<file path="src/hw/rtl/sfd_pkg.sv">
// Shared types and constants for the sensor frame deframer.
`default_nettype none
package sfd_pkg;

  localparam int BYTE_W   = 8;
  localparam int WORD_W   = 16;
  localparam int MAXLEN_W = 10;
  localparam int WIDX_W   = 9;
  localparam int STAT_W   = 2;
  localparam int CFG_IDX_W  = 2;
  localparam int CFG_DATA_W = 10;

  localparam logic [BYTE_W-1:0]   SIG_FIRST_RST    = 8'd66;
  localparam logic [BYTE_W-1:0]   SIG_SECOND_RST   = 8'd77;
  localparam logic [MAXLEN_W-1:0] MAX_LENGTH_RST   = 10'd56;
  localparam logic [WIDX_W-1:0]   WORDS_WANTED_RST = 9'd13;

  localparam logic KIND_DATA   = 1'b0;
  localparam logic KIND_STATUS = 1'b1;

  typedef enum logic [CFG_IDX_W-1:0] {
    CFG_SIG_FIRST    = 2'd0,
    CFG_SIG_SECOND   = 2'd1,
    CFG_MAX_LENGTH   = 2'd2,
    CFG_WORDS_WANTED = 2'd3
  } cfg_idx_t;

  typedef enum logic [STAT_W-1:0] {
    ST_OK      = 2'd0,
    ST_BAD_SIG = 2'd1,
    ST_BAD_LEN = 2'd2,
    ST_SUM_ERR = 2'd3
  } status_t;

  typedef enum logic [7:0] {
    PH_HUNT   = 8'b0000_0001,
    PH_SIG2   = 8'b0000_0010,
    PH_LEN_HI = 8'b0000_0100,
    PH_LEN_LO = 8'b0000_1000,
    PH_DAT_HI = 8'b0001_0000,
    PH_DAT_LO = 8'b0010_0000,
    PH_CK_HI  = 8'b0100_0000,
    PH_CK_LO  = 8'b1000_0000
  } phase_t;

  typedef struct packed {
    logic [BYTE_W-1:0]   sig_first;
    logic [BYTE_W-1:0]   sig_second;
    logic [MAXLEN_W-1:0] max_length;
    logic [WIDX_W-1:0]   words_wanted;
  } cfg_t;

  typedef struct packed {
    logic              valid;
    logic              kind;
    logic [WIDX_W-1:0] word_index;
    logic [WORD_W-1:0] word_value;
    status_t           status;
    logic              last;
  } res_t;

endpackage
`default_nettype wire

</file>
<file path="src/hw/rtl/sfd_if.sv">
// Valid/ready channel interfaces for received bytes and parsed items.
`default_nettype none
interface sfd_in_if import sfd_pkg::*; ();
  logic              valid;
  logic              ready;
  logic [BYTE_W-1:0] rx_byte;

  modport source (output valid, output rx_byte, input ready);
  modport sink   (input valid, input rx_byte, output ready);
endinterface

interface sfd_out_if import sfd_pkg::*; ();
  logic              valid;
  logic              ready;
  logic              kind;
  logic [WIDX_W-1:0] word_index;
  logic [WORD_W-1:0] word_value;
  logic [STAT_W-1:0] status;
  logic              last;

  modport source (output valid, output kind, output word_index, output word_value,
                  output status, output last, input ready);
  modport sink   (input valid, input kind, input word_index, input word_value,
                  input status, input last, output ready);
endinterface
`default_nettype wire

</file>
<file path="src/hw/rtl/sensor_frame_deframer.sv">
// Sensor frame deframer top level: config registers, input and output registers.
//
// Usage:
//   in_ch  : received serial bytes, one per item (valid/ready).
//   out_ch : parsed items. kind 0 is a data word with its index; kind 1 is
//            the frame status (ok, bad signature, bad length, sum error)
//            with last set. At most one item per byte.
//   cfg_*  : write-only registers (sig_first, sig_second, max_length,
//            words_wanted). Write them only while the block is idle.
// Path: byte register, then the parse step, then the item register, then out_ch.
// Throughput: one byte per cycle while out_ch is ready; the byte register
//   and item register each pass one entry per cycle; parsing is combinational.
// Stall: while out_ch is held off with an item waiting, one more byte is
//   taken into the byte register, then in_ch.ready drops until out_ch drains.
// Reset (rst_n low, synchronous): both registers empty, parser hunts for
//   the first signature byte, config registers return to 66, 77, 56, 13.
`default_nettype none
module sensor_frame_deframer import sfd_pkg::*; (
  input  wire logic                  clk,
  input  wire logic                  rst_n,
  input  wire logic                  cfg_we,
  input  wire logic [CFG_IDX_W-1:0]  cfg_index,
  input  wire logic [CFG_DATA_W-1:0] cfg_data,
  sfd_in_if.sink                     in_ch,
  sfd_out_if.source                  out_ch
);

  cfg_t              cfg_r;
  logic              in_vld_r;
  logic [BYTE_W-1:0] in_byte_r;
  logic              fire;
  res_t              res;
  res_t              out_r;

  // Parse step runs when a byte is held and the item register can take a result.
  assign fire        = in_vld_r && (!out_r.valid || out_ch.ready);
  assign in_ch.ready = !in_vld_r || fire;

  always_ff @(posedge clk) begin
    if (!rst_n) begin
      cfg_r.sig_first    <= SIG_FIRST_RST;
      cfg_r.sig_second   <= SIG_SECOND_RST;
      cfg_r.max_length   <= MAX_LENGTH_RST;
      cfg_r.words_wanted <= WORDS_WANTED_RST;
    end else if (cfg_we) begin
      unique case (cfg_idx_t'(cfg_index))
        CFG_SIG_FIRST:    cfg_r.sig_first    <= cfg_data[BYTE_W-1:0];
        CFG_SIG_SECOND:   cfg_r.sig_second   <= cfg_data[BYTE_W-1:0];
        CFG_MAX_LENGTH:   cfg_r.max_length   <= cfg_data[MAXLEN_W-1:0];
        CFG_WORDS_WANTED: cfg_r.words_wanted <= cfg_data[WIDX_W-1:0];
        default: ;
      endcase
    end
  end

  always_ff @(posedge clk) begin
    if (!rst_n) begin
      in_vld_r <= 1'b0;
    end else if (in_ch.ready) begin
      in_vld_r <= in_ch.valid;
    end
  end

  always_ff @(posedge clk) begin
    if (in_ch.valid && in_ch.ready) begin
      in_byte_r <= in_ch.rx_byte;
    end
  end

  sfd_parser u_parser (
    .clk     (clk),
    .rst_n   (rst_n),
    .step_en (fire),
    .rx_byte (in_byte_r),
    .cfg     (cfg_r),
    .res     (res)
  );

  always_ff @(posedge clk) begin
    if (!rst_n) begin
      out_r.valid <= 1'b0;
    end else if (fire) begin
      out_r.valid <= res.valid;
    end else if (out_ch.ready) begin
      out_r.valid <= 1'b0;
    end
  end

  always_ff @(posedge clk) begin
    if (fire && res.valid) begin
      out_r.kind       <= res.kind;
      out_r.word_index <= res.word_index;
      out_r.word_value <= res.word_value;
      out_r.status     <= res.status;
      out_r.last       <= res.last;
    end
  end

  assign out_ch.valid      = out_r.valid;
  assign out_ch.kind       = out_r.kind;
  assign out_ch.word_index = out_r.word_index;
  assign out_ch.word_value = out_r.word_value;
  assign out_ch.status     = out_r.status;
  assign out_ch.last       = out_r.last;

`ifndef SYNTHESIS
  a_byte_held_while_blocked: assert property (@(posedge clk) disable iff (!rst_n)
    (in_vld_r && !fire) |=> (in_vld_r && $stable(in_byte_r)))
    else $error("held byte lost while output stalled");

  a_no_step_into_full_output: assert property (@(posedge clk) disable iff (!rst_n)
    (out_r.valid && !out_ch.ready) |-> !fire)
    else $error("parse step fired into a stalled item register");
`endif

endmodule
`default_nettype wire

</file>
<file path="src/hw/rtl/sfd_parser.sv">
// Frame parse state machine: one byte per step, at most one item out.
`default_nettype none
module sfd_parser import sfd_pkg::*; (
  input  wire logic              clk,
  input  wire logic              rst_n,
  input  wire logic              step_en,
  input  wire logic [BYTE_W-1:0] rx_byte,
  input  wire cfg_t              cfg,
  output res_t                   res
);

  phase_t              phase_r, phase_nxt;
  logic [WORD_W-1:0]   sum_r, sum_nxt;
  logic [MAXLEN_W-1:0] left_r, left_nxt;
  logic [BYTE_W-1:0]   hold_r, hold_nxt;
  logic [WIDX_W-1:0]   wcnt_r, wcnt_nxt;

  logic [WORD_W-1:0]   word;
  logic [WORD_W-1:0]   sum_add;
  logic [MAXLEN_W-1:0] left_dec;
  logic                len_bad;

  assign word     = {hold_r, rx_byte};
  assign sum_add  = sum_r + {{(WORD_W-BYTE_W){1'b0}}, rx_byte};
  assign left_dec = (left_r >= MAXLEN_W'(2)) ? left_r - MAXLEN_W'(2) : '0;
  assign len_bad  = word[0] || (word < WORD_W'(2)) ||
                    (word > {{(WORD_W-MAXLEN_W){1'b0}}, cfg.max_length});

  always_comb begin
    phase_nxt = phase_r;
    sum_nxt   = sum_r;
    left_nxt  = left_r;
    hold_nxt  = hold_r;
    wcnt_nxt  = wcnt_r;
    res       = '{valid: 1'b0, kind: KIND_DATA, word_index: '0, word_value: '0,
                  status: ST_OK, last: 1'b0};
    if (step_en) begin
      unique case (phase_r)
        PH_HUNT: begin
          if (rx_byte == cfg.sig_first) begin
            sum_nxt   = {{(WORD_W-BYTE_W){1'b0}}, rx_byte};
            wcnt_nxt  = '0;
            phase_nxt = PH_SIG2;
          end
        end
        PH_SIG2: begin
          if (rx_byte != cfg.sig_second) begin
            phase_nxt  = PH_HUNT;
            res.valid  = 1'b1;
            res.kind   = KIND_STATUS;
            res.status = ST_BAD_SIG;
            res.last   = 1'b1;
          end else begin
            sum_nxt   = sum_add;
            phase_nxt = PH_LEN_HI;
          end
        end
        PH_LEN_HI: begin
          hold_nxt  = rx_byte;
          sum_nxt   = sum_add;
          phase_nxt = PH_LEN_LO;
        end
        PH_LEN_LO: begin
          sum_nxt = sum_add;
          if (len_bad) begin
            phase_nxt  = PH_HUNT;
            res.valid  = 1'b1;
            res.kind   = KIND_STATUS;
            res.status = ST_BAD_LEN;
            res.last   = 1'b1;
          end else begin
            left_nxt  = word[MAXLEN_W-1:0];
            phase_nxt = (word[MAXLEN_W-1:0] == MAXLEN_W'(2)) ? PH_CK_HI : PH_DAT_HI;
          end
        end
        PH_DAT_HI: begin
          hold_nxt  = rx_byte;
          sum_nxt   = sum_add;
          phase_nxt = PH_DAT_LO;
        end
        PH_DAT_LO: begin
          sum_nxt = sum_add;
          if (wcnt_r < cfg.words_wanted) begin
            res.valid      = 1'b1;
            res.word_index = wcnt_r;
            res.word_value = word;
          end
          wcnt_nxt  = wcnt_r + WIDX_W'(1);
          left_nxt  = left_dec;
          phase_nxt = (left_dec <= MAXLEN_W'(2)) ? PH_CK_HI : PH_DAT_HI;
        end
        PH_CK_HI: begin
          hold_nxt  = rx_byte;
          phase_nxt = PH_CK_LO;
        end
        PH_CK_LO: begin
          phase_nxt      = PH_HUNT;
          res.valid      = 1'b1;
          res.kind       = KIND_STATUS;
          res.word_value = word;
          res.status     = (word == sum_r) ? ST_OK : ST_SUM_ERR;
          res.last       = 1'b1;
        end
        default: phase_nxt = PH_HUNT;
      endcase
    end
  end

  always_ff @(posedge clk) begin
    if (!rst_n) begin
      phase_r <= PH_HUNT;
      sum_r   <= '0;
      left_r  <= '0;
      hold_r  <= '0;
      wcnt_r  <= '0;
    end else begin
      phase_r <= phase_nxt;
      sum_r   <= sum_nxt;
      left_r  <= left_nxt;
      hold_r  <= hold_nxt;
      wcnt_r  <= wcnt_nxt;
    end
  end

`ifndef SYNTHESIS
  a_res_needs_step: assert property (@(posedge clk) disable iff (!rst_n)
    res.valid |-> step_en)
    else $error("parser produced an item without a byte");

  a_data_index_in_range: assert property (@(posedge clk) disable iff (!rst_n)
    (res.valid && res.kind == KIND_DATA) |-> (res.word_index < cfg.words_wanted))
    else $error("data word index beyond words_wanted");

  a_checksum_from_ck_lo: assert property (@(posedge clk) disable iff (!rst_n)
    (res.valid && res.kind == KIND_STATUS &&
     (res.status == ST_OK || res.status == ST_SUM_ERR)) |-> (phase_r == PH_CK_LO))
    else $error("checksum status outside checksum phase");

  a_hunt_after_status: assert property (@(posedge clk) disable iff (!rst_n)
    (res.valid && res.kind == KIND_STATUS) |=> (phase_r == PH_HUNT))
    else $error("parser did not return to hunting after frame end");
`endif

endmodule
`default_nettype wire
</file>
<file path="src/flat_wrapper.sv">
// flat-port wrapper written by rule: the top's interface ports become plain ports
module sensor_frame_deframer_flat import sfd_pkg::*;
  (clk, rst_n, cfg_we, cfg_index, cfg_data, in_ch_valid, in_ch_rx_byte, in_ch_ready, out_ch_valid, out_ch_kind, out_ch_word_index, out_ch_word_value, out_ch_status, out_ch_last, out_ch_ready);
  sfd_in_if in_ch_i ();
  sfd_out_if out_ch_i ();
  input  wire logic clk;
  input  wire logic rst_n;
  input  wire logic cfg_we;
  input  wire logic [CFG_IDX_W-1:0] cfg_index;
  input  wire logic [CFG_DATA_W-1:0] cfg_data;
  input wire logic [$bits(in_ch_i.valid)-1:0] in_ch_valid;
  input wire logic [$bits(in_ch_i.rx_byte)-1:0] in_ch_rx_byte;
  output wire logic [$bits(in_ch_i.ready)-1:0] in_ch_ready;
  output wire logic [$bits(out_ch_i.valid)-1:0] out_ch_valid;
  output wire logic [$bits(out_ch_i.kind)-1:0] out_ch_kind;
  output wire logic [$bits(out_ch_i.word_index)-1:0] out_ch_word_index;
  output wire logic [$bits(out_ch_i.word_value)-1:0] out_ch_word_value;
  output wire logic [$bits(out_ch_i.status)-1:0] out_ch_status;
  output wire logic [$bits(out_ch_i.last)-1:0] out_ch_last;
  input wire logic [$bits(out_ch_i.ready)-1:0] out_ch_ready;
  assign in_ch_i.valid = in_ch_valid;
  assign in_ch_i.rx_byte = in_ch_rx_byte;
  assign in_ch_ready = in_ch_i.ready;
  assign out_ch_valid = out_ch_i.valid;
  assign out_ch_kind = out_ch_i.kind;
  assign out_ch_word_index = out_ch_i.word_index;
  assign out_ch_word_value = out_ch_i.word_value;
  assign out_ch_status = out_ch_i.status;
  assign out_ch_last = out_ch_i.last;
  assign out_ch_i.ready = out_ch_ready;
  sensor_frame_deframer u_core (.clk(clk), .rst_n(rst_n), .cfg_we(cfg_we), .cfg_index(cfg_index), .cfg_data(cfg_data), .in_ch(in_ch_i), .out_ch(out_ch_i));
endmodule
</file>
<file path="config.mk">
export PLATFORM = sky130hd
export DESIGN_NAME = sensor_frame_deframer_flat
export DESIGN_NICKNAME = d
export VERILOG_FILES = /design/src/hw/rtl/sfd_pkg.sv /design/src/hw/rtl/sfd_if.sv /design/src/hw/rtl/sensor_frame_deframer.sv /design/src/hw/rtl/sfd_parser.sv /design/src/flat_wrapper.sv
export SDC_FILE = /design/constraint.sdc
export NUM_CORES = 1
export LEC_CHECK = 0
export BUFFER_PORTS_ARGS = -buffer_cell sky130_fd_sc_hd__buf_2
export CAP_MARGIN = 0
export CORE_ASPECT_RATIO = 1.25
export CORE_MARGIN = 2
export CORE_UTILIZATION = 62
export CTS_BUF_LIST = sky130_fd_sc_hd__clkbuf_2 sky130_fd_sc_hd__clkbuf_4 sky130_fd_sc_hd__clkbuf_8
export DETAILED_ROUTE_END_ITERATION = 8
export GPL_TIMING_DRIVEN = 0
export PLACE_DENSITY = 0.82
export SLEW_MARGIN = 15
export SYNTH_ARGS = -nofsm -noshare
export SYNTH_HDL_FRONTEND = slang
export SYNTH_SLANG_ARGS = --single-unit
</file>
<file path="constraint.sdc">
create_clock -name clk -period 4.1 [get_ports clk]
set_input_delay 0.82 -clock clk [delete_from_list [all_inputs] [get_ports clk]]
set_output_delay 0.82 -clock clk [all_outputs]
set_load 0.05 [all_outputs]
</file>
# Word level (Yosys, flattened, before mapping)
# Cells that the tools add are included.
# word_totals
input_bits	25
word_cells	98
out_inout_bits	31
reg_bits	125
# op_classes
n_reduce_logical	26
addsub	3
muxes	29
eq_ne	18
magnitude_cmp	5
# ops
operator	count
8-bit one-hot mux with 7 select lines	1
16-bit one-hot mux with 3 select lines	1
16-bit two-way mux	2
16-bit one-hot mux with 2 select lines	1
30-bit two-way mux	1
25-bit two-way mux	1
7-bit two-way mux	3
10-bit two-way mux	2
10-bit one-hot mux with 2 select lines	1
9-bit two-way mux	2
9-bit one-hot mux with 2 select lines	1
16-bit by 8-bit adder with 16-bit output	1
16-bit equality test	1
16-bit by 10-bit > comparator with 1-bit output	1
16-bit by 2-bit < comparator with 1-bit output, second input constant	1
2-bit AND reduction	6
10-bit by 2-bit equality test with 1-bit output, second input constant	1
10-bit by 2-bit greater-or-equal comparator with 1-bit output, second input constant	1
10-bit by 2-bit <= comparator with 1-bit output, second input constant	1
10-bit by 2-bit subtractor with 10-bit output, second input constant	1
9-bit by 1-bit adder with 9-bit output, second input constant	1
9-bit < comparator	1
3-bit one-hot mux with 3 select lines	1
3-bit AND reduction	3
other kinds (28)	45

# Longest topological paths before layout
# Gate-level depths: netlist of run 1.
# depth
depth_word	7
ltp_mapped	9
mapped_depth_nobuf	9

# Cells and area by module
# A second synthesis of run 1 with hierarchy kept.
# hier_totals
cells_unflattened	712
area_unflattened_um2	6616.3
# by_module_without_submodules
mod	area_each_um2	n_inst	cells_per_inst	seq_area_each_um2
sfd_parser	4000.1	1	525	1021.0
sensor_frame_deframer	2616.3	1	187	1851.8

# Worst setup path after synthesis of run 1
# No wires, ideal clock.
# synth_timing
kind	register to register
start	register u_core.in_byte_r[0]
end	register, netlist name u_core.out_ch.last
slack_ns	0.566
required_time_ns	3.678
arrival_time_ns	3.111
setup_ns	0.422
period_less_slack_ns	3.534
stages_incl_launch_ff	9
n_path_buf	0
path_cell_list	edfxtp_1 -> inv_1 -> ha_1 -> nand2b_1 -> a211o_1 -> a31o_2 -> a21o_1 -> and2_1 -> a21oi_1
# synth_between
elab_chain_len	7
elab_cells_between_ends	10
cone_classes	order compare (2); eq/ne (1); mux (4); reduce/logical (3)
# synth_lines
item	line_no	rtl
start: declaration	sensor_frame_deframer.sv:30	logic [BYTE_W-1:0] in_byte_r;
start signal: assignment	sensor_frame_deframer.sv:66	in_byte_r <= in_ch.rx_byte;
16-bit by 2-bit < comparator with 1-bit output	sfd_parser.sv:26	assign len_bad = word[0] || (word < WORD_W'(2)) ||
1-bit logical OR (2 in a row)	sfd_parser.sv:26	
2-bit two-way mux	sfd_parser.sv:65	if (len_bad) begin
1-bit one-hot mux with 4 select lines *	sfd_parser.sv:38	unique case (phase_r)
30-bit two-way mux *	sfd_parser.sv:37	if (step_en) begin
1-bit logical AND *	sensor_frame_deframer.sv:90	if (fire && res.valid) begin
# Every way passes the cells marked *; elsewhere a longest branch is shown, timed or not.
# A chain may end at the register's enable or synchronous reset.

# Worst setup path in the final report of run 1
# layout_timing
start	register u_core.in_byte_r[0]
end	register, netlist name u_core.out_ch.word_index[8]
# layout_between
elab_chain_len	7
elab_cells_between_ends	10
cone_classes	order compare (2); eq/ne (1); mux (4); reduce/logical (3)
# layout_lines
item	line_no
16-bit by 2-bit < comparator with 1-bit output	sfd_parser.sv:26
1-bit logical OR (2 in a row)	sfd_parser.sv:26
2-bit two-way mux	sfd_parser.sv:65
1-bit one-hot mux with 4 select lines *	sfd_parser.sv:38
30-bit two-way mux *	sfd_parser.sv:37
1-bit logical AND *	sensor_frame_deframer.sv:90
# Marked as above.

==> metrics.log, run 1 <==
[metrics] half-perimeter wire length after detailed placement: 12.20 mm
[metrics] final hold violations: 0
[metrics] Via Count: 5747
[metrics] # Max-Cap Violations: 0
[metrics] Resize count post-CTS: 0
[metrics] Via density: 6.267
[metrics] static leakage: 0.002872 uW
[metrics] flops & latches, synth: 124
[metrics] largest net degree at the start of global routing: 29
[metrics] sink count of the clock tree: 124
[metrics] pre-CTS WS: 0.8991 ns
[metrics] cell area after layout: 7295 um2
[metrics] PwrDens: 340.0 nW/um2
[metrics] post-synthesis sequential area ratio: 43.83%
[metrics] clock buffer depth: 2
[metrics] final RePlAce weighted congestion: 1.008
[metrics] clock input transition at the sequential cells of the worst setup and hold paths: 0.07 ns
[metrics] area post-placement: 6929 um2
[metrics] signal arrival time at the worst endpoint: 3.37 ns
[metrics] proportion of layout cells with a drive suffix above 1: 13.58%
[metrics] WL/cell: 18.12 um
[metrics] full die area: 11300 um2
[metrics] result of the run: finished clean
[metrics] crit end category: register
[metrics] Relative slew margins: 31.11%
[metrics] Final min period: 3.294 ns
[metrics] number of hold buffers added after cts: 0
[metrics] Post-Route Setup TNS: 0 ns
[metrics] register-to-register setup slack: 0.81 ns
[metrics] Mapped Area: 6486 um2
[metrics] data required time at the worst endpoint: 4.18 ns
[metrics] Synth-to-Final Area Change: 12.46%
[metrics] number of buffers inserted during clock tree synthesis: 17
[metrics] number of flops mapped to enable cells by yosys: 36
[metrics] number of antenna violations at the first check in global routing: 0
[metrics] initial core utilization: 63.86%
[metrics] Chip Width: 95.49 um
[metrics] dominant register cell in the synthesized netlist: dfxtp_1
[metrics] Total Power: 2480 uW
[metrics] Synth Warn #: 0
[metrics] fraction of registers with async set/reset: 0%
[metrics] Setup Viol. Count Final: 0
[metrics] Routed Antenna Nets: 0
[metrics] leading cell type in the layout, fill and taps excluded: dfxtp_1
[metrics] total congestion overflow: 0
[metrics] global-route wire length before repair: 26.46 mm
[metrics] unrepaired setup endpoints after global routing: no
[metrics] buffers added on ports: 54
[metrics] critical path peak fanout: 28
[metrics] Slew @ Worst Pin: 1.030 ns
[metrics] root buffer selected by CTS: clkbuf_8
[metrics] Worst IR Drop VDD: 0.0002547 V
[metrics] portion of the clock cycle consumed by the worst path in the final layout: 80.34%
[metrics] final worst-path setup slack: 0.8062 ns
[metrics] worst hold path class: register to register
[metrics] CTS tree: yes
[metrics] area of the core: 10160 um2
[metrics] number of nets in the layout: 829
[metrics] Setup Fix Bufs, Post-CTS: 0
[metrics] worst-skew pair later-pin latency: 0.45 ns
[metrics] count of boundary I/O pins: 56
[metrics] DRC viols: 0
[metrics] critical path start-end classification: register to register
[metrics] Setup crit start kind: register
[metrics] vias in the first global route: 5496
[metrics] Setup Skew: 0.01086 ns
[metrics] number of nets produced by synthesis: 756
[metrics] count of inserted antenna diode cells: 0
[metrics] Cell Rows: 41
[metrics] Routed Wire Length: 16.62 mm
[metrics] Max H-tree Level: 4
[metrics] final number of max-transition violations: 0
[metrics] number of DRC violations after detailed-routing iteration 0: 526
[metrics] Cells after Synth: 702
[metrics] FILL cells: 773
[metrics] floorplan die height: 118.4 um
[metrics] top library cells by usage in the layout, fill and taps aside: dfxtp_1, nand2_1, buf_2, nor2_1, a21oi_1
[metrics] global-route total usage across every layer: 30.54%
[metrics] average size of a mapped cell: 9.240 um2
[metrics] Netlist cell types: 65
[metrics] upper clock frequency limit: 0.3036 GHz
[metrics] Detailed Routing Iterations Pass 1: 7
## cell families (layout without fill, tap and decap cells)
group           Yosys count  in the layout  synth area share (%)
compound gates          149            149                 15.51
xor+xnor                 36             36                 4.861
fa+ha+maj                29             29                 5.710
buf+inv                  66            152                 4.205
flops                   124            124                 43.83
mux                      24             24                 3.704
simple gates            274            274                 22.18
## metrics by stage
step                hold WS, ns  std cells  util [%]
global route             0.4719        917     71.82
CTS                      0.4433        917     71.82
global placement         0.4261        885     68.11
floorplan                0.4128        702         -
finish                   0.4472        917     71.82
detailed placement       0.4331        885     68.22
## layer usage
metal / GRT usage (%) / share of wire [%] / vias up
met4: 19.29 / 5.7 / 0
met3: 7.011 / 7.1 / 77
met2: 49.56 / 48 / 281
met1: 35.75 / 39 / 2705
met5: 0 / 0 / -
li1: - / - / 2684
## layout make-up
class | count | area, um2 | share of cell area, %
Clock buffer | 18 | 241.5 | 3.310
Timing Repair Buffer | 54 | 270.3 | 3.705
Sequential cell | 124 | 2843 | 38.97
Buffer | 36 | 160.2 | 2.196
Multi-Input combinational cell | 512 | 3382 | 46.36
Clock inverter | 14 | 123.9 | 1.698
Tap cell | 129 | 161.4 | 2.213
Inverter | 30 | 112.6 | 1.544
## worst max-delay path, stage by stage (launching register included)
cell and delay [ns]:
edfxtp_1 0.63, inv_1 0.21, ha_1 0.23, nand2b_1 0.14, a211o_1 0.32, a31o_2 0.24, a21o_1 0.20, and2_1 0.25
a21oi_4 0.69
## where the power goes
| part | internal [uW] | leakage (uW) | switching, uW |
|---|---|---|---|
| Combinational | 67.3 | 0.00158 | 124 |
| Clock | 484 | 0.000178 | 512 |
| Sequential | 1280 | 0.00112 | 17.4 |
| Total | 1830 | 0.00287 | 654 |
## worst paths after layout
kind | startpoint | end | depth (start not counted)
setup / recovery | u_core.in_byte_r[0] | u_core.out_ch.word_index[8] | 8
hold / removal | u_core.u_parser.left_r[0] | u_core.u_parser.left_r[0] | 2
setup reg to reg | u_core.in_byte_r[0] | u_core.out_ch.word_index[8] | 8
hold reg to reg | u_core.u_parser.left_r[0] | u_core.u_parser.left_r[0] | 2
## cells in the mapped netlist, drive strengths merged (2+ instances only)
cell type  number  share of area, %
and3            7              0.68
o32ai           2              0.27
or2             3              0.29
a21o            3              0.35
and4b           4              0.62
nand3          20               1.5
or3             6              0.58
a31o            3              0.41
o31ai           7              0.81
clkbuf         28               1.6
buf             8              0.85
o21bai          2              0.23
edfxtp         36                17
a311oi          6              0.81
o22ai           3              0.29
nor3b           2              0.23
nand4b          7               1.0
nor4           11               1.6
mux2i          24               3.7
nor2b           5              0.48
nand2          86               5.0
dfxtp          88                27
xor2            6              0.81
a21oi          52               4.1
nand4          13               1.4
ha             28               5.4
o21ai          25               2.0
nand2b          4              0.39
a2111oi         3              0.98
a32o            3              0.46
a31oi           2              0.19
or4            11               1.3
o21a           10               1.2
o211ai         10               1.2
and2           28               2.7
inv            29               1.7
a211o           4              0.54
nor2           54               3.1
xnor2          30               4.1
a211oi         10               1.2
nor3            9              0.69
## registers in the layout, summed over array words and instances (netlist names)
| register | flops |
|---|---|
| u_core.u_parser.left_r | 10 |
| u_core.in_byte_r | 8 |
| u_core.u_parser.hold_r | 8 |
| u_core.u_parser.wcnt_r | 9 |
| u_core.out_ch.valid | 1 |
| u_core.u_parser.phase_r | 8 |
| u_core.out_ch.word_index | 9 |
| u_core.u_parser.sum_r | 16 |
| u_core.out_ch.status | 2 |
| u_core.out_ch.word_value | 16 |
| u_core.cfg_r | 35 |
| u_core.in_vld_r | 1 |
| u_core.out_ch.last | 1 |
Note: power is estimated with default switching activity, not from simulation.
==> inputs of run 2 (changes only) <==
- ABC_AREA: default -> 1
- clock period: 4.1 -> 3.2 ns (I/O delays scaled with it)
==> run 2 against run 1 <==
Net effect:
- clock power increased by 53%
- largest cell class unchanged
- first-iteration DRC count fell by 13%
- critical path depth is 5 higher
==> metrics.log, run 2 <==
[metrics] footprint of the multi-input gates: 3423 um2 (+1.2%)
[metrics] largest net degree at the start of global routing: 29 (unchanged)
[metrics] area share of the largest cell type after synthesis: 25.93% (-1.2 points)
[metrics] critical path peak fanout: 28 (unchanged)
[metrics] number of nets produced by synthesis: 958 (+27%)
[metrics] Mapped Area: 6794 um2 (+4.7%)
[metrics] worst-skew pair later-pin latency: 0.46 ns (about the same)
[metrics] Via density: 5.612 (-10%)
[metrics] hold_ws: 0.3611 ns (-0.08613 ns)
[metrics] dominant register cell in the synthesized netlist: dfxtp_1
[metrics] number of flops mapped to enable cells by yosys: 36 (unchanged)
[metrics] Final min period: 2.967 ns (-0.3267 ns)
[metrics] Resize count post-CTS: 0 (unchanged)
[metrics] post-synthesis mux area share: 0% (-3.7 points)
[metrics] largest cells by area after synthesis: dfxtp_1, edfxtp_1, nand2_1
[metrics] CP Launch Point: u_core.in_byte_r[5]
[metrics] placed instance count: 1090 (+23%)
[metrics] worst hold path class: primary input to register
[metrics] Post-Route Setup TNS: 0 ns (unchanged)
[metrics] result of the run: finished clean
[metrics] proportion of layout cells with a drive suffix above 1: 13.23% (-0.35 points)
[metrics] portion of the clock cycle consumed by the worst path in the final layout: 92.72% (+12 points)
[metrics] total congestion overflow: 0 (unchanged)
[metrics] clock buffer depth: 2 (unchanged)
[metrics] number of antenna violations at the first check in global routing: 0 (unchanged)
[metrics] Setup Fix Bufs, Post-CTS: 0 (unchanged)
[metrics] area of the core: 10620 um2 (+4.5%)
[metrics] CTS tree: yes
[metrics] Routed Antenna Nets: 0 (unchanged)
[metrics] Cells after Synth: 904 (+29%)
[metrics] WL/cell: 15.16 um (-16%)
[metrics] synthesized-area fraction occupied by and/or/nand/nor cells: 27.55% (+5.4 points)
[metrics] Critical R2R Launch: u_core.in_byte_r[5]
[metrics] Top Registers: u_core.cfg_r (35), u_core.out_ch.word_value (16), u_core.u_parser.sum_r (16)
[metrics] static leakage: 0.003098 uW (+7.9%)
[metrics] number of nets in the layout: 1031 (+24%)
[metrics] half-perimeter wire length after detailed placement: 12.47 mm (+2.2%)
[metrics] sink count of the clock tree: 124 (unchanged)
[metrics] XOR/XNOR share of the synthesized area: 4.899% (+0.038 points)
[metrics] post-layout instance count excluding filler cells: 1122 (+22%)
[metrics] top cells by instance count after synthesis: nand2_1, nor2_1, inv_1, dfxtp_1, a21oi_1
[metrics] final cell utilization of the core: 72.25% (+0.44 points)
[metrics] final worst-path setup slack: 0.2329 ns (-0.5733 ns)
[metrics] number of DRC violations after detailed-routing iteration 0: 458 (-13%)
[metrics] final number of max-transition violations: 0 (unchanged)
[metrics] fraction of the mapped netlist area in adder cells: 5.451% (-0.26 points)
[metrics] Netlist cell types: 41 (-37%)
[metrics] global-route wire length before repair: 28.01 mm (+5.8%)
[metrics] initial core utilization: 64.00% (+0.14 points)
[metrics] root buffer selected by CTS: clkbuf_8
[metrics] Slew @ Worst Pin: 0.8434 ns (-0.1868 ns)
[metrics] Via Count: 6297 (+9.6%)
[metrics] buffers added on ports: 54 (unchanged)
[metrics] cell with the most instances after synthesis: nand2_1
[metrics] count of inserted antenna diode cells: 0 (unchanged)
[metrics] start point of the worst hold path: in_ch_rx_byte[3]
[metrics] Setup Skew: 0.01233 ns (+0.001472 ns)
[metrics] count of boundary I/O pins: 56 (unchanged)
[metrics] PwrDens: 529.9 nW/um2 (+56%)
[metrics] final hold violations: 0 (unchanged)
[metrics] cell taking the most area after synthesis: dfxtp_1
[metrics] number of hold buffers added after cts: 0 (unchanged)
[metrics] critical path start-end classification: register to register
[metrics] global-route total usage across every layer: 29.71% (-0.84 points)
[metrics] post-synthesis sequential area ratio: 41.84% (-2.0 points)
[metrics] max FFs per register: 35 (unchanged)
[metrics] crit end category: register
[metrics] Detailed Routing Iterations Pass 1: 6 (-1)
[metrics] top library cells by usage in the layout, fill and taps aside: nand2_1, nor2_1, inv_1, dfxtp_1, a21oi_1
[metrics] DRC viols: 0 (unchanged)
[metrics] Max H-tree Level: 4 (unchanged)
[metrics] fraction of the mapped netlist area in compound gates: 12.49% (-3.0 points)
[metrics] signal arrival time at the worst endpoint: 2.99 ns (-0.38 ns)
[metrics] pre-CTS WS: 0.1262 ns (-0.7728 ns)
[metrics] Chip Width: 97.63 um (+2.2%)
[metrics] area used by sequential logic in the layout: 2843 um2 (unchanged)
[metrics] Synth-to-Final Area Change: 12.89%
[metrics] unrepaired setup endpoints after global routing: no
[metrics] main combinational cell family by area after synthesis: simple AND/OR/NAND/NOR gates
[metrics] Synth Warn #: 0 (unchanged)
[metrics] Cell Rows: 42 (+2.4%)
[metrics] fraction of registers with async set/reset: 0% (unchanged)
[metrics] Relative slew margins: 43.34% (+12 points)
[metrics] leading cell type in the layout, fill and taps excluded: nand2_1
[metrics] floorplan die height: 121.0 um (+2.3%)
[metrics] vias in the first global route: 5853 (+6.5%)
[metrics] average size of a mapped cell: 7.516 um2 (-19%)
[metrics] Worst IR Drop VDD: 0.0003445 V (+35%)
[metrics] upper clock frequency limit: 0.3370 GHz (+11%)
[metrics] final RePlAce weighted congestion: 0.9071 (-10%)
[metrics] Setup crit start kind: register
[metrics] FILL cells: 882 (+14%)
[metrics] # Max-Cap Violations: 0 (unchanged)
[metrics] number of buffers inserted during clock tree synthesis: 17 (unchanged)
[metrics] Routed Wire Length: 17.01 mm (+2.3%)
[metrics] flops & latches, synth: 124 (unchanged)
[metrics] full die area: 11820 um2 (+4.6%)
[metrics] Setup Viol. Count Final: 0 (unchanged)
[metrics] top register by number of flip-flops: u_core.cfg_r
[metrics] data required time at the worst endpoint: 3.22 ns (-0.96 ns)
[metrics] clock input transition at the sequential cells of the worst setup and hold paths: 0.07 ns (about the same)
[run 2: cell families after synthesis]
logic type,count (synthesis)
simple gates,420
compound gates,160
buf+inv,133
flops,124
xor+xnor,38
fa+ha+maj,29
[run 2: final timing paths]
| path | to | slack [ns] | cells after the start |
|---|---|---|---|
| hold / removal | u_core.in_byte_r[3] | 0.36 | 1 |
| setup / recovery | u_core.out_ch.word_value[3] | 0.23 | 13 |
| hold reg to reg | u_core.u_parser.left_r[0] | 0.46 | 2 |
| setup reg to reg | u_core.out_ch.word_value[3] | 0.23 | 13 |
[run 2: cell type report]
| class | instances | area share [%] |
|---|---|---|
| buffer | 24 | 1.550 |
| clock buffer | 23 | 3.801 |
| clock inverter | 9 | 1.892 |
| inverter | 109 | 5.383 |
| multi-input combinational | 647 | 44.63 |
| sequential | 124 | 37.06 |
| tap | 132 | 2.153 |
| timing repair buffer | 54 | 3.524 |
[run 2: critical path, stage by stage (launching register included)]
cell        delay (ns)
edfxtp_1          0.61
ha_1              0.40
a21oi_1           0.16
nor2_1            0.05
nor2_1            0.10
nand2_1           0.06
nand2_1           0.05
nand2_1           0.04
nand2_1           0.10
nand2_1           0.08
nand2_1           0.15
nand3_1           0.09
nand2_1           0.14
clkinvlp_4        0.50
[run 2: routing by layer]
metal	routed length (um)	global-route usage, %
met1	6806	35.95
met2	8481	51.68
met3	1119	6.164
met4	599	12.07
met5	0	0
[run 2: through the flow]
stage,total power (uW),area [um2]
detailed placement,2557,7229
finish,4064,7670
global route,4228,7670
floorplan,2380,6794
global placement,2542,7229
CTS,4060,7666
[run 2: report_power, final]
part / total, uW / internal, uW / switching (uW)
clock network: 1520 / 917 / 605
registers: 1760 / 1690 / 65.2
logic: 787 / 258 / 529
==> inputs of run 3 (changes only) <==
- ABC_AREA: 1 -> default
- CORE_MARGIN: 2 -> default
==> run 3 against run 2 <==
Net effect:
- via count down 8.9%
- flip-flop and latch count unchanged
- sequential power down 6%
- final cell count down 18%
- die area down 7.9%
- count of clock-buffer cells in the layout down 6
- utilization up 0.60 points
- non-clock buffer count up 12
- setup slack worse by 0.13 ns
- final area down 3.5%
- wire length down 0.53%
- largest cell class unchanged
- highest routed layer unchanged
==> metrics.log, run 3 (same netlist as run 1, synthesis figures left out) <==
[metrics] result of the run: finished clean
[metrics] number of buffers inserted during clock tree synthesis: 17 (unchanged)
[metrics] number of hold buffers added after cts: 0 (unchanged)
[metrics] final RePlAce weighted congestion: 1.000 (+10%)
[metrics] pre-CTS WS: -0.03207 ns (-0.1583 ns)
[metrics] area post-placement: 6929 um2 (-4.2%)
[metrics] portion of the clock cycle consumed by the worst path in the final layout: 96.63% (+3.9 points)
[metrics] final worst-path setup slack: 0.1079 ns (-0.1251 ns)
[metrics] hold_ws: 0.3565 ns (-0.004592 ns)
[metrics] number of DRC violations after detailed-routing iteration 0: 453 (-1.1%)
[metrics] clock buffer depth: 2 (unchanged)
[metrics] final cell utilization of the core: 72.85% (+0.60 points)
[metrics] clock input transition at the sequential cells of the worst setup and hold paths: 0.07 ns (about the same)
[metrics] floorplan die height: 116.4 um (-3.9%)
[metrics] Final min period: 3.092 ns (+0.1251 ns)
[metrics] Setup crit start kind: register
[metrics] number of nets in the layout: 830 (-19%)
[metrics] Routed Wire Length: 16.92 mm (-0.53%)
[metrics] # Max-Cap Violations: 0 (unchanged)
[metrics] data required time at the worst endpoint: 3.30 ns (+0.08 ns)
[metrics] vias in the first global route: 5675 (-3.0%)
[metrics] proportion of layout cells with a drive suffix above 1: 13.56% (+0.33 points)
[metrics] static leakage: 0.002923 uW (-5.6%)
[metrics] number of antenna violations at the first check in global routing: 0 (unchanged)
[metrics] leading cell type in the layout, fill and taps excluded: dfxtp_1
[metrics] upper clock frequency limit: 0.3234 GHz (-4.0%)
[metrics] count of boundary I/O pins: 56 (unchanged)
[metrics] crit end category: register
[metrics] PwrDens: 472.0 nW/um2 (-11%)
[metrics] count of inserted antenna diode cells: 0 (unchanged)
[metrics] Setup Viol. Count Final: 0 (unchanged)
[metrics] Slew @ Worst Pin: 1.003 ns (+0.1598 ns)
[metrics] final number of max-transition violations: 0 (unchanged)
[metrics] largest net degree at the start of global routing: 17 (-41%)
[metrics] area of the core: 10160 um2 (-4.3%)
[metrics] critical path start-end classification: register to register
[metrics] Cell Rows: 41 (-2.4%)
[metrics] Detailed Routing Iterations Pass 1: 5 (-1)
[metrics] top register by number of flip-flops: u_core.cfg_r
[metrics] placed instance count: 885 (-19%)
[metrics] Max H-tree Level: 4 (unchanged)
[metrics] post-layout instance count excluding filler cells: 918 (-18%)
[metrics] worst hold path class: primary input to register
[metrics] Via density: 6.251 (+11%)
[metrics] root buffer selected by CTS: clkbuf_8
[metrics] final hold violations: 0 (unchanged)
[metrics] Via Count: 5738 (-8.9%)
[metrics] initial core utilization: 63.86% (-0.14 points)
[metrics] Routed Antenna Nets: 0 (unchanged)
[metrics] DRC viols: 0 (unchanged)
[metrics] Synth-to-Final Area Change: 14.08%
[metrics] unrepaired setup endpoints after global routing: no
[metrics] full die area: 10880 um2 (-7.9%)
[metrics] Worst IR Drop VDD: 0.0003953 V (+15%)
[metrics] cell area after layout: 7400 um2 (-3.5%)
[metrics] Setup Skew: 0.01089 ns (-0.001441 ns)
[metrics] Setup Fix Bufs, Post-CTS: 0 (unchanged)
[metrics] max FFs per register: 35 (unchanged)
[metrics] worst-skew pair later-pin latency: 0.46 ns (about the same)
[metrics] Relative slew margins: 32.91% (-10 points)
[metrics] critical path peak fanout: 14 (-50%)
[metrics] signal arrival time at the worst endpoint: 3.19 ns (+0.20 ns)
[metrics] global-route total usage across every layer: 33.06% (+3.4 points)
[metrics] buffers added on ports: 54 (unchanged)
[metrics] top library cells by usage in the layout, fill and taps aside: dfxtp_1, nand2_1, buf_2, nor2_1, a21oi_1
[metrics] sink count of the clock tree: 124 (unchanged)
[metrics] total congestion overflow: 0 (unchanged)
[metrics] Chip Width: 93.49 um (-4.2%)
[metrics] Top Registers: u_core.cfg_r (35), u_core.out_ch.word_value (16), u_core.u_parser.sum_r (16)
[metrics] CTS tree: yes
[metrics] global-route wire length before repair: 27.10 mm (-3.2%)
[metrics] WL/cell: 18.43 um (+22%)
[metrics] half-perimeter wire length after detailed placement: 12.02 mm (-3.6%)
run 3: changes by cell type in the layout (fill, tap and decap cells not counted), moves of 12 or more:
cell | before | now
nor2_1 | 104 | 54
o21ai_0 | 71 | 19
mux2i_1 | 0 | 24
and2_1 | 0 | 28
nand3_1 | 57 | 20
nand2_1 | 191 | 85
a21oi_1 | 74 | 50
xor2_1 | 27 | 6
inv_1 | 94 | 29
inv_2 | 12 | 0
xnor2_1 | 11 | 30
nor3_1 | 23 | 9
run 3: timing repair:
action	in CTS	in global routing
setup endpoints to repair	28	2
pin swaps	1	0
cloned	1	0
resized for setup	1	2
run 3: layout make-up:
type	instances	area, um2
plain buffers	36	161.4
inverters	30	112.6
repair buffers	54	270.3
multi-input cells	513	3398
well taps	129	161.4
fillers	775	2758
flip-flops and latches	124	2843
clock inverters	15	219.0
clock buffers	17	234.0
run 3: critical path: stages, from the launching register on:
cell and delay (ns):
edfxtp_1 0.65, inv_1 0.20, ha_1 0.23, nand2b_1 0.15
a211o_1 0.31, a31o_2 0.24, a21o_1 0.19, and2_1 0.29
a21oi_4 0.48
run 3: power breakdown:
group | leakage (uW) | total [uW] | internal (uW) | switching [uW]
clock network | 0.000226 | 1590 | 927 | 662
logic | 0.00158 | 245 | 86.6 | 158
registers | 0.00112 | 1660 | 1630 | 23.6
run 3: metal layers:
metal	up-vias	GRT usage [%]	wire length (um)
met5	-	0	0
met4	0	22.15	835
met3	70	6.250	1093
met2	278	58.19	8504
met1	2707	36.27	6482
li1	2683	-	-
run 3: path summary, 6_finish.rpt:
| path | from | end | slack [ns] | cells after the start |
|---|---|---|---|---|
| setup / recovery | u_core.in_byte_r[0] | u_core.out_ch.word_value[7] | 0.11 | 8 |
| hold / removal | in_ch_rx_byte[2] | u_core.in_byte_r[2] | 0.36 | 1 |
| setup reg to reg | u_core.in_byte_r[0] | u_core.out_ch.word_value[7] | 0.11 | 8 |
| hold reg to reg | u_core.u_parser.left_r[0] | u_core.u_parser.left_r[0] | 0.45 | 2 |
run 3: through the flow:
step | TNS (ns) | power (uW)
after floorplan | 0 | 1839
after CTS | 0 | 3484
final | 0 | 3493
after global routing | 0 | 3577
after detailed placement | -0.8852 | 1927
after global placement | -8.238 | 1916
